===== src/rtl/cmdu_pkg.sv =====
`default_nettype none
package cmdu_pkg;

    localparam int WORD_W = 32;
    localparam int XLEN   = 64;
    localparam int CNT_W  = $clog2(WORD_W);

    typedef enum logic [1:0] {
        MODE_MUL_S = 2'd0,
        MODE_MUL_U = 2'd1,
        MODE_DIV_S = 2'd2,
        MODE_DIV_U = 2'd3
    } t_mode;

    typedef enum logic [2:0] {
        ST_IDLE,
        ST_MUL,
        ST_DIV,
        ST_FIX,
        ST_OUT
    } t_state;

    typedef struct packed {
        logic load;
        logic mul;
        logic div_step;
        logic fix;
        logic commit;
    } t_cmd;

    typedef struct packed {
        logic in_is_mul;
        logic in_dbz;
        logic cnt_last;
    } t_status;

    function automatic logic [XLEN-1:0] sext_word(input logic [WORD_W-1:0] w);
        return {{(XLEN-WORD_W){w[WORD_W-1]}}, w};
    endfunction

endpackage
`default_nettype wire


===== src/rtl/cmdu_ctrl.sv =====
`default_nettype none
module cmdu_ctrl (
    input  wire logic              i_clk,
    input  wire logic              i_rst_n,
    input  wire logic              i_s_valid,
    output logic                   o_s_ready,
    output logic                   o_m_valid,
    input  wire logic              i_m_ready,
    input  wire cmdu_pkg::t_status i_status,
    output cmdu_pkg::t_cmd         o_cmd
);

    cmdu_pkg::t_state r_state, n_state;
    logic             r_out_valid;
    logic             accept;

    assign o_s_ready = (r_state == cmdu_pkg::ST_IDLE);
    assign accept    = i_s_valid && o_s_ready;
    assign o_m_valid = r_out_valid;

    always_ff @(posedge i_clk) begin
        if (!i_rst_n) begin
            r_state <= cmdu_pkg::ST_IDLE;
        end else begin
            r_state <= n_state;
        end
    end

    always_ff @(posedge i_clk) begin
        if (!i_rst_n) begin
            r_out_valid <= 1'b0;
        end else if (o_cmd.commit) begin
            r_out_valid <= 1'b1;
        end else if (i_m_ready) begin
            r_out_valid <= 1'b0;
        end
    end

    always_comb begin
        n_state = r_state;
        o_cmd   = '0;
        unique case (r_state)
            cmdu_pkg::ST_IDLE: begin
                if (accept) begin
                    o_cmd.load = 1'b1;
                    priority if (i_status.in_is_mul) begin
                        n_state = cmdu_pkg::ST_MUL;
                    end else if (i_status.in_dbz) begin
                        n_state = cmdu_pkg::ST_OUT;
                    end else begin
                        n_state = cmdu_pkg::ST_DIV;
                    end
                end
            end
            cmdu_pkg::ST_MUL: begin
                o_cmd.mul = 1'b1;
                n_state   = cmdu_pkg::ST_OUT;
            end
            cmdu_pkg::ST_DIV: begin
                o_cmd.div_step = 1'b1;
                if (i_status.cnt_last) begin
                    n_state = cmdu_pkg::ST_FIX;
                end
            end
            cmdu_pkg::ST_FIX: begin
                o_cmd.fix = 1'b1;
                n_state   = cmdu_pkg::ST_OUT;
            end
            cmdu_pkg::ST_OUT: begin
                if (!r_out_valid || i_m_ready) begin
                    o_cmd.commit = 1'b1;
                    n_state      = cmdu_pkg::ST_IDLE;
                end
            end
            default: begin
                n_state = cmdu_pkg::ST_IDLE;
            end
        endcase
    end

    a_one_at_a_time: assert property (@(posedge i_clk) disable iff (!i_rst_n)
        accept |=> !o_s_ready)
        else $error("new item taken while busy");

    a_div_to_fix: assert property (@(posedge i_clk) disable iff (!i_rst_n)
        (r_state == cmdu_pkg::ST_DIV) && i_status.cnt_last |=> (r_state == cmdu_pkg::ST_FIX))
        else $error("divider did not finish after last step");

    a_commit_valid: assert property (@(posedge i_clk) disable iff (!i_rst_n)
        o_cmd.commit |=> o_m_valid)
        else $error("commit without output transfer pending");

    a_no_overwrite: assert property (@(posedge i_clk) disable iff (!i_rst_n)
        o_m_valid && !i_m_ready |=> o_m_valid && !$past(o_cmd.commit))
        else $error("pending result overwritten");

endmodule
`default_nettype wire


===== src/rtl/cmdu_dpath.sv =====
`default_nettype none
module cmdu_dpath (
    input  wire logic                          i_clk,
    input  wire logic                          i_rst_n,
    input  wire logic [71:0]                   i_s_tdata,
    input  wire logic [1:0]                    i_s_tuser,
    input  wire cmdu_pkg::t_cmd                i_cmd,
    output cmdu_pkg::t_status                  o_status,
    output logic [cmdu_pkg::XLEN-1:0]          o_lo,
    output logic [cmdu_pkg::XLEN-1:0]          o_hi,
    output logic [cmdu_pkg::XLEN-1:0]          o_rd_value,
    output logic                               o_rd_write,
    output logic                               o_dbz
);

    localparam int W = cmdu_pkg::WORD_W;

    cmdu_pkg::t_mode in_mode;
    logic [W-1:0]    in_a, in_b;
    logic [4:0]      in_rd;
    logic            in_signed_div;

    cmdu_pkg::t_mode               r_mode;
    logic [4:0]                    r_rd;
    logic                          r_dbz;
    logic                          r_neg_q, r_neg_r;
    logic [W-1:0]                  r_a, r_b;
    logic [W-1:0]                  r_quo, r_rem, r_dvs;
    logic [cmdu_pkg::CNT_W-1:0]    r_cnt;
    logic [W-1:0]                  r_res_lo, r_res_hi;
    logic [cmdu_pkg::XLEN-1:0]     r_lo, r_hi, r_rd_value;
    logic                          r_rd_write, r_out_dbz;

    logic                          mul_signed, is_mul;
    logic [2*W+1:0]                prod;
    logic [W:0]                    trial, diff;

    assign in_mode       = cmdu_pkg::t_mode'(i_s_tuser);
    assign in_a          = i_s_tdata[W-1:0];
    assign in_b          = i_s_tdata[2*W-1:W];
    assign in_rd         = i_s_tdata[2*W+4:2*W];
    assign in_signed_div = (in_mode == cmdu_pkg::MODE_DIV_S);

    assign o_status.in_is_mul = (in_mode == cmdu_pkg::MODE_MUL_S) ||
                                (in_mode == cmdu_pkg::MODE_MUL_U);
    assign o_status.in_dbz    = (in_b == '0);
    assign o_status.cnt_last  = (r_cnt == '1);

    assign is_mul     = (r_mode == cmdu_pkg::MODE_MUL_S) || (r_mode == cmdu_pkg::MODE_MUL_U);
    assign mul_signed = (r_mode == cmdu_pkg::MODE_MUL_S);
    assign prod = $signed({mul_signed & r_a[W-1], r_a}) * $signed({mul_signed & r_b[W-1], r_b});

    assign trial = {r_rem, r_quo[W-1]};
    assign diff  = trial - {1'b0, r_dvs};

    always_ff @(posedge i_clk) begin
        if (i_cmd.load) begin
            r_mode  <= in_mode;
            r_rd    <= in_rd;
            r_dbz   <= !o_status.in_is_mul && o_status.in_dbz;
            r_a     <= in_a;
            r_b     <= in_b;
            r_neg_q <= in_signed_div && (in_a[W-1] ^ in_b[W-1]);
            r_neg_r <= in_signed_div && in_a[W-1];
            r_quo   <= (in_signed_div && in_a[W-1]) ? -in_a : in_a;
            r_dvs   <= (in_signed_div && in_b[W-1]) ? -in_b : in_b;
            r_rem   <= '0;
            r_cnt   <= '0;
        end else if (i_cmd.div_step) begin
            r_cnt <= r_cnt + 1'b1;
            if (!diff[W]) begin
                r_rem <= diff[W-1:0];
                r_quo <= {r_quo[W-2:0], 1'b1};
            end else begin
                r_rem <= trial[W-1:0];
                r_quo <= {r_quo[W-2:0], 1'b0};
            end
        end
    end

    always_ff @(posedge i_clk) begin
        if (i_cmd.mul) begin
            r_res_lo <= prod[W-1:0];
            r_res_hi <= prod[2*W-1:W];
        end else if (i_cmd.fix) begin
            r_res_lo <= r_neg_q ? -r_quo : r_quo;
            r_res_hi <= r_neg_r ? -r_rem : r_rem;
        end
    end

    always_ff @(posedge i_clk) begin
        if (!i_rst_n) begin
            r_lo <= '0;
            r_hi <= '0;
        end else if (i_cmd.commit && !r_dbz) begin
            r_lo <= cmdu_pkg::sext_word(r_res_lo);
            r_hi <= cmdu_pkg::sext_word(r_res_hi);
        end
    end

    always_ff @(posedge i_clk) begin
        if (i_cmd.commit) begin
            r_rd_write <= is_mul && (r_rd != '0);
            r_rd_value <= (is_mul && (r_rd != '0)) ? cmdu_pkg::sext_word(r_res_lo) : '0;
            r_out_dbz  <= r_dbz;
        end
    end

    assign o_lo       = r_lo;
    assign o_hi       = r_hi;
    assign o_rd_value = r_rd_value;
    assign o_rd_write = r_rd_write;
    assign o_dbz      = r_out_dbz;

    a_rem_bound: assert property (@(posedge i_clk) disable iff (!i_rst_n)
        i_cmd.fix |-> (r_rem < r_dvs))
        else $error("remainder not below divisor");

endmodule
`default_nettype wire


===== src/rtl/cpu_mult_div_unit.sv =====
// Multiply: load at the input transfer, multiply step and commit; the result is then
// valid. Divide: load, 32 radix-2 restoring steps, sign fixup and commit, after which
// the result is valid. Divide by zero: load, then commit. No new item is taken until
// the current one has committed.
// A result not yet taken holds the next item in its commit step until the sink takes it.
// Reset (i_rst_n low, synchronous) clears LO/HI to zero and empties the unit.
`default_nettype none
module cpu_mult_div_unit (
    input  wire logic         i_clk,
    input  wire logic         i_rst_n,
    input  wire logic         s_axis_tvalid,
    output logic              s_axis_tready,
    input  wire logic [71:0]  s_axis_tdata,  // rs_value, rt_value, rd_index, zero pad
    input  wire logic [1:0]   s_axis_tuser,  // mode
    output logic              m_axis_tvalid,
    input  wire logic         m_axis_tready,
    output logic [191:0]      m_axis_tdata,  // lo_value, hi_value, rd_value
    output logic [1:0]        m_axis_tuser   // rd_write, divide_by_zero
);

    cmdu_pkg::t_cmd                cmd;
    cmdu_pkg::t_status             status;
    logic [cmdu_pkg::XLEN-1:0]     lo, hi, rd_value;
    logic                          rd_write, dbz;

    cmdu_ctrl u_ctrl (
        .i_clk     (i_clk),
        .i_rst_n   (i_rst_n),
        .i_s_valid (s_axis_tvalid),
        .o_s_ready (s_axis_tready),
        .o_m_valid (m_axis_tvalid),
        .i_m_ready (m_axis_tready),
        .i_status  (status),
        .o_cmd     (cmd)
    );

    cmdu_dpath u_dpath (
        .i_clk      (i_clk),
        .i_rst_n    (i_rst_n),
        .i_s_tdata  (s_axis_tdata),
        .i_s_tuser  (s_axis_tuser),
        .i_cmd      (cmd),
        .o_status   (status),
        .o_lo       (lo),
        .o_hi       (hi),
        .o_rd_value (rd_value),
        .o_rd_write (rd_write),
        .o_dbz      (dbz)
    );

    assign m_axis_tdata = {rd_value, hi, lo};
    assign m_axis_tuser = {dbz, rd_write};

endmodule
`default_nettype wire

===== config.mk =====
export PLATFORM = sky130hd
export DESIGN_NAME = cpu_mult_div_unit
export DESIGN_NICKNAME = d
export VERILOG_FILES = /design/src/rtl/cmdu_pkg.sv /design/src/rtl/cmdu_ctrl.sv /design/src/rtl/cmdu_dpath.sv /design/src/rtl/cpu_mult_div_unit.sv
export SDC_FILE = /design/constraint.sdc
export NUM_CORES = 2
export LEC_CHECK = 0
export BUFFER_PORTS_ARGS = -buffer_cell sky130_fd_sc_hd__buf_2
export CORE_ASPECT_RATIO = 1.25
export CORE_UTILIZATION = 52
export DETAILED_ROUTE_END_ITERATION = 7
export PLACE_DENSITY = 0.74
export SLEW_MARGIN = 5
export SYNTH_ARGS = -nofsm -noshare
export SYNTH_HDL_FRONTEND = slang
export SYNTH_SLANG_ARGS = --single-unit
export TNS_END_PERCENT = 50

===== constraint.sdc =====
create_clock -name i_clk -period 8.8 [get_ports i_clk]
set_input_delay 0.44 -clock i_clk [delete_from_list [all_inputs] [get_ports i_clk]]
set_output_delay 0.44 -clock i_clk [all_outputs]
set_load 0.01 [all_outputs]

Word-level counts from Yosys, hierarchy flattened
Index checks and enable logic that the tools add are counted.
{"block": "totals", "ff_bits": 341, "input_bits": 78, "out_inout_bits": 196, "wordCells": 91}
{"block": "classes", "n_addsub": 6, "multipliers": 1, "eq_ne": 11, "mux": 27, "bitwise_logic": 3, "n_reduce_logical": 23}
{"cell": "$mux 32", "count": 11}
{"cell": "$neg 32->32", "count": 4}
{"cell": "$mul 33x33->64", "count": 1}
{"cell": "$sub 33x32->33", "count": 1}
{"cell": "$logic_not 32->1", "count": 1}
{"cell": "$mux 3", "count": 5}
{"cell": "$pmux 3 s4", "count": 1}
{"cell": "$mux 1", "count": 10}
{"cell": "$logic_and 1x1->1", "count": 7}
{"cell": "$eq 3x2->1 const B", "count": 2}
{"cell": "$reduce_bool 2->1", "count": 3}
{"cell": "$add 5x1->5 const B", "count": 1}
{"cell": "$eq 5x5->1 const B", "count": 1}
{"cell": "$reduce_bool 5->1", "count": 1}
{"cell": "$eq 2x1->1 const B", "count": 2}
{"cell": "$logic_not 2->1", "count": 2}
{"cell": "$ne 2x2->1 const B", "count": 2}
{"cell": "$eq 3x1->1 const B", "count": 1}
{"cell": "$eq 3x3->1 const B", "count": 1}
{"cell": "$logic_not 1->1", "count": 3}
{"cell": "$logic_not 3->1", "count": 1}
{"cell": "$logic_or 1x1->1", "count": 3}
{"cell": "$reduce_and 3->1", "count": 1}
{"cell": "$and 1x1->1", "count": 2}
{"cell": "4 further kinds", "count": 4}

Depth between registers and ports, before layout
{"block": "depth", "word_depth": 5, "ltp_mapped": 31, "depth_no_buf": 29}

Modules after synthesis
A second synthesis with hierarchy kept.
{"block": "hier_totals", "cells_unflattened": 5956, "hier_area_um2": 55353.1}
{"mod": "cmdu_dpath", "n_inst": 1, "cells_each": 5922, "area_per_inst_um2": 55089.1, "seq_area_each_um2": 9078.7}
{"mod": "cmdu_ctrl", "n_inst": 1, "cells_each": 32, "area_per_inst_um2": 249.0, "seq_area_each_um2": 80.1}
{"mod": "cpu_mult_div_unit", "n_inst": 1, "cells_each": 2, "area_per_inst_um2": 15.0, "seq_area_each_um2": 0.0}

Worst setup path after synthesis
OpenSTA, ideal clock, no wires.
{"block": "synth_timing", "path_type": "register to register", "startpoint": "reg u_dpath.r_mode[1]", "endpoint": "reg u_dpath.r_res_hi[31] (data pin)", "setup_ns": 0.268, "t_arrival_ns": 8.774, "required_time_ns": 8.532, "path_slack_ns": -0.241, "path_stages_with_launch": 32, "path_buffers": 2, "synth_period_minus_slack_ns": 9.041, "path_cell_list": "edfxtp_1 -> nor2_1 -> and2_1 -> clkbuf_1 -> nand2_1 -> inv_1 -> fa_1 -> inv_1 -> fa_1 -> inv_1 -> fa_1 -> fa_1 -> inv_1 -> fa_1 -> inv_1 -> fa_1 -> inv_1 -> fa_1 -> fa_1 -> inv_1 -> ha_1 -> clkbuf_1 -> nand4_1 -> nor2_1 -> nand4_1 -> or4_1 -> or4b_2 -> nand4_1 -> nand3_1 -> o31ai_1 -> xnor2_1 -> o21ai_0"}
{"block": "synth_via", "elab_chain_cells": 4, "elab_cells_between_ends": 5, "cone_classes": "1 x mul; 1 x mux; 2 x bitwise; 1 x reduce/logical"}
{"element": "start: declaration", "line_no": "cmdu_dpath.sv:23", "rtl": "cmdu_pkg::t_mode r_mode;"}
{"element": "start signal: assignment", "line_no": "cmdu_dpath.sv:58", "rtl": "r_mode <= in_mode;"}
{"element": "$logic_not 2->1 *", "line_no": "cmdu_dpath.sv:50", "rtl": "assign mul_signed = (r_mode == cmdu_pkg::MODE_MUL_S);"}
{"element": "$and 1x1->1", "line_no": "cmdu_dpath.sv:51", "rtl": "assign prod = $signed({mul_signed & r_a[W-1], r_a}) * $signed({mul_signed & r_b[W-1], r_b});"}
{"element": "$mul 33x33->64 *", "line_no": "cmdu_dpath.sv:51"}
{"element": "$mux 32 *", "line_no": "cmdu_dpath.sv:82", "rtl": "if (i_cmd.mul) begin"}
{"element": "end signal: assignment", "line_no": "cmdu_dpath.sv:84", "rtl": "r_res_hi <= prod[2*W-1:W];"}
{"element": "end signal: assignment", "line_no": "cmdu_dpath.sv:87", "rtl": "r_res_hi <= r_neg_r ? -r_rem : r_rem;"}
{"element": "end: declaration", "line_no": "cmdu_dpath.sv:30", "rtl": "logic [W-1:0] r_res_lo, r_res_hi;"}
Mark *: on every way between the ends. The rest lies on a longest branch, timed or not.
A chain may end at the register's enable or synchronous reset.

Final worst setup path
{"block": "layout_timing", "startpoint": "reg u_dpath.r_a[31]", "endpoint": "reg u_dpath.r_res_hi[27] (data pin)"}
{"block": "layout_via", "elab_chain_cells": 3}
{"element": "start: declaration", "line_no": "cmdu_dpath.sv:27", "rtl": "logic [W-1:0] r_a, r_b;"}
{"element": "start signal: assignment", "line_no": "cmdu_dpath.sv:61", "rtl": "r_a <= in_a;"}
{"element": "$and 1x1->1", "line_no": "cmdu_dpath.sv:51"}
{"element": "$mul 33x33->64 *", "line_no": "cmdu_dpath.sv:51"}
{"element": "$mux 32 *", "line_no": "cmdu_dpath.sv:82"}
Marks and branches as above.

==> metrics.cfg <==
[timing]
relSlewSlack_pct=24.42
hold_slack_ns=0.09411
skew_ns=0.04477
period_needed_ns=8.580
hold_viol=0
clock.fmax_ghz=0.1166
rsz0062_at_grt=yes
maxSlewViolCount=0
tightest_slew_ns=1.134
fin_crit_sh_pct=97.49
setup_violations=0
fin_ws_ns=0.2204

[global_route]
antenna_found_initial=16
first_global_vias=44110
grt_pass1_wl_um=236500
grt.overflow.total=0
grt_max_degree=174
grt_usage_pct=28.31

[critical_path]
worstReg2RegEnd=u_dpath.r_res_hi[27]$_DFFE_PP_
required_ns=9.05
crit_buf_inv=7
rr_startpoint=u_dpath.r_a[31]$_DFFE_PP_
cp.arrival_ns=8.83
critical_path_class=reg2reg
r2r_cells=27
critical_path.top_delay_family=adder cells
startpoint=u_dpath.r_a[31]$_DFFE_PP_
ff2ff_setup_slack_ns=0.22
crit_top_cell=fa_1
startpoint_type=flip-flop
crit_fanout=27
crit_slowest_cell=or4b_2
cpPeakStageDelay_ns=0.62
endpoint_kind=flip-flop

[floorplanning]
die_w_um=293.4
pin_count=274
start_util_pct=52.50
coreArea_mm2=0.1052
fp.dieH_um=366.3
num_rows=133
dieArea_mm2=0.1075

[yosys]
post_synth_inst_count=5946
syn_nets=7400
synth_edf_count=235
seq_area_frac_synth_pct=16.59
yosys.area.top_type=fa_1
synth-seq-cells=340
yosys-top-cells-area=fa_1, edfxtp_1, inv_1
ys_types=72
yosys_warnings=0
syn_area_mm2=0.05521
synth_top_area_share_pct=40.83
synth_ff_type=edfxtp_1
async_flop_share_pct=0
post_synth.cell_area_avg_um2=9.285

[placement]
io_buffers=270
place.gp.congestion=0.9568
hpwl_um=118700
placedCellCount=7411
dp_slack_ns=0.01079

[clocking]
cts.clk_slew.worst_paths_ns=0.07
cts_made_buffers=35
cts_root_buf=clkbuf_16
h-tree-depth=2
clkLatencyLatePin_ns=0.55
cts_tree=built
cts_buffer_depth=3
cts.sinks=340

[route]
first_pass_iters=6
wl_per_cell_um=19.57
vias=41110
antenna_left=0
routed_wl_um=146500
drc_errors=0
post_drt_via_cell_ratio=5.493
drt_first_iter_violations=3133

[job]
drv_cap=0

[cells_and_area]
layout.cells.non_filler=7484
final_core_util_pct=56.90
area_delta_synth_final_pct=8.385
fin_nets=7489
layout-drive-gt1-share_pct=9.221

[worst_hold_path]
hold_end=u_dpath.r_rd[3]$_DFFE_PP_
worstHoldStart=s_axis_tdata[67]
worstHoldPathCells=1
hold_class=in2reg

[outcome]
status=completed

## layout make-up
cell class,instances,area (µm²)
clock inverter,14,162.7
timing repair buffer,444,3341
inverter,1259,4730
sequential,340,9159
clock buffer,50,1015
tap,1417,1773
antenna,5,12.51
multi-input combinational,3955,39650
fill,9191,45330
## how the worst max path moves through the flow
stage | end | depth (start not counted)
after floorplan | u_dpath.r_res_hi[31]$_DFFE_PP_ | 30
after global placement | u_dpath.r_res_hi[27]$_DFFE_PP_ | 29
after detailed placement | u_dpath.r_res_hi[31]$_DFFE_PP_ | 28
after CTS | u_dpath.r_res_hi[15]$_DFFE_PP_ | 28
after global routing | u_dpath.r_res_hi[29]$_DFFE_PP_ | 28
final | u_dpath.r_res_hi[27]$_DFFE_PP_ | 27
## sequential cells by signal (all words and copies together) (netlist names)
register / count
u_dpath.r_neg_q: 1
u_dpath.o_hi: 32
u_dpath.r_cnt: 5
u_dpath.o_dbz: 1
u_dpath.o_lo: 32
u_dpath.o_rd_write: 1
u_dpath.r_b: 31
u_ctrl.o_m_valid: 1
u_dpath.r_rd: 5
u_dpath.r_dvs: 32
u_dpath.r_res_lo: 32
u_dpath.r_rem: 32
u_dpath.r_quo: 32
u_dpath.r_neg_r: 1
u_ctrl.r_state: 3
u_dpath.r_res_hi: 32
u_dpath.o_rd_value: 32
u_dpath.r_mode: 2
u_dpath.r_dbz: 1
u_dpath.r_a: 32
## synth_stat cells (34+ instances only)
| master | instances |
|---|---|
| a21o_1 | 49 |
| and2_1 | 290 |
| nor2_1 | 164 |
| ha_1 | 250 |
| dfxtp_1 | 105 |
| a21boi_0 | 66 |
| nand2_1 | 1070 |
| buf_4 | 98 |
| xnor2_1 | 127 |
| clkbuf_1 | 285 |
| a21oi_1 | 161 |
| edfxtp_1 | 235 |
| nor3_1 | 46 |
| o21ai_0 | 132 |
| mux2i_1 | 34 |
| xor2_1 | 90 |
| inv_1 | 1259 |
| fa_1 | 1126 |
## per-layer routing
layer	share of wire, %	track usage (%)
met1	35	32.84
met5	0.082	0
met3	6.1	3.227
met2	52	50.31
met4	6.7	16.44
## per-stage QoR
stage,setup TNS [ns],area (µm²)
after floorplan,0,55220
after global placement,0,58470
after detailed placement,0,58470
after CTS,0,59650
after global routing,-0.2459,59830
final,0,59840
## layout by cell type, fill, tap and decap left out, types with 130 or more instances in the layout
master	instances
inv_1	1254
fa_1	1122
nand2_1	1069
and2_1	288
buf_2	270
ha_1	249
edfxtp_1	235
nor2_1	160
a21oi_1	160
o21ai_0	130
## what timing repair did
action | 4_1_cts | 5_1_grt
gates resized for setup | 1 | 31
endpoints found under the setup margin | 2 | 18
endpoints found under the hold margin | 0 | 0
hold buffers | 0 | 0
setup buffers | 0 | 4
pin swaps | 0 | 9
## logic make-up after synthesis
| logic type | share of synthesized area, % |
|---|---|
| AND/OR/NAND/NOR | 14.12 |
| buffers and inverters | 11.90 |
| adder cells (fa/ha/maj) | 46.49 |
| AO/OA/AOI/OAI | 6.817 |
| flip-flops | 16.59 |
| XOR/XNOR | 3.442 |
| multiplexers | 0.6368 |
Power is left out: the tool's default activity adds up to more than one toggle a clock period on the data nets, which glitch-free logic cannot reach.
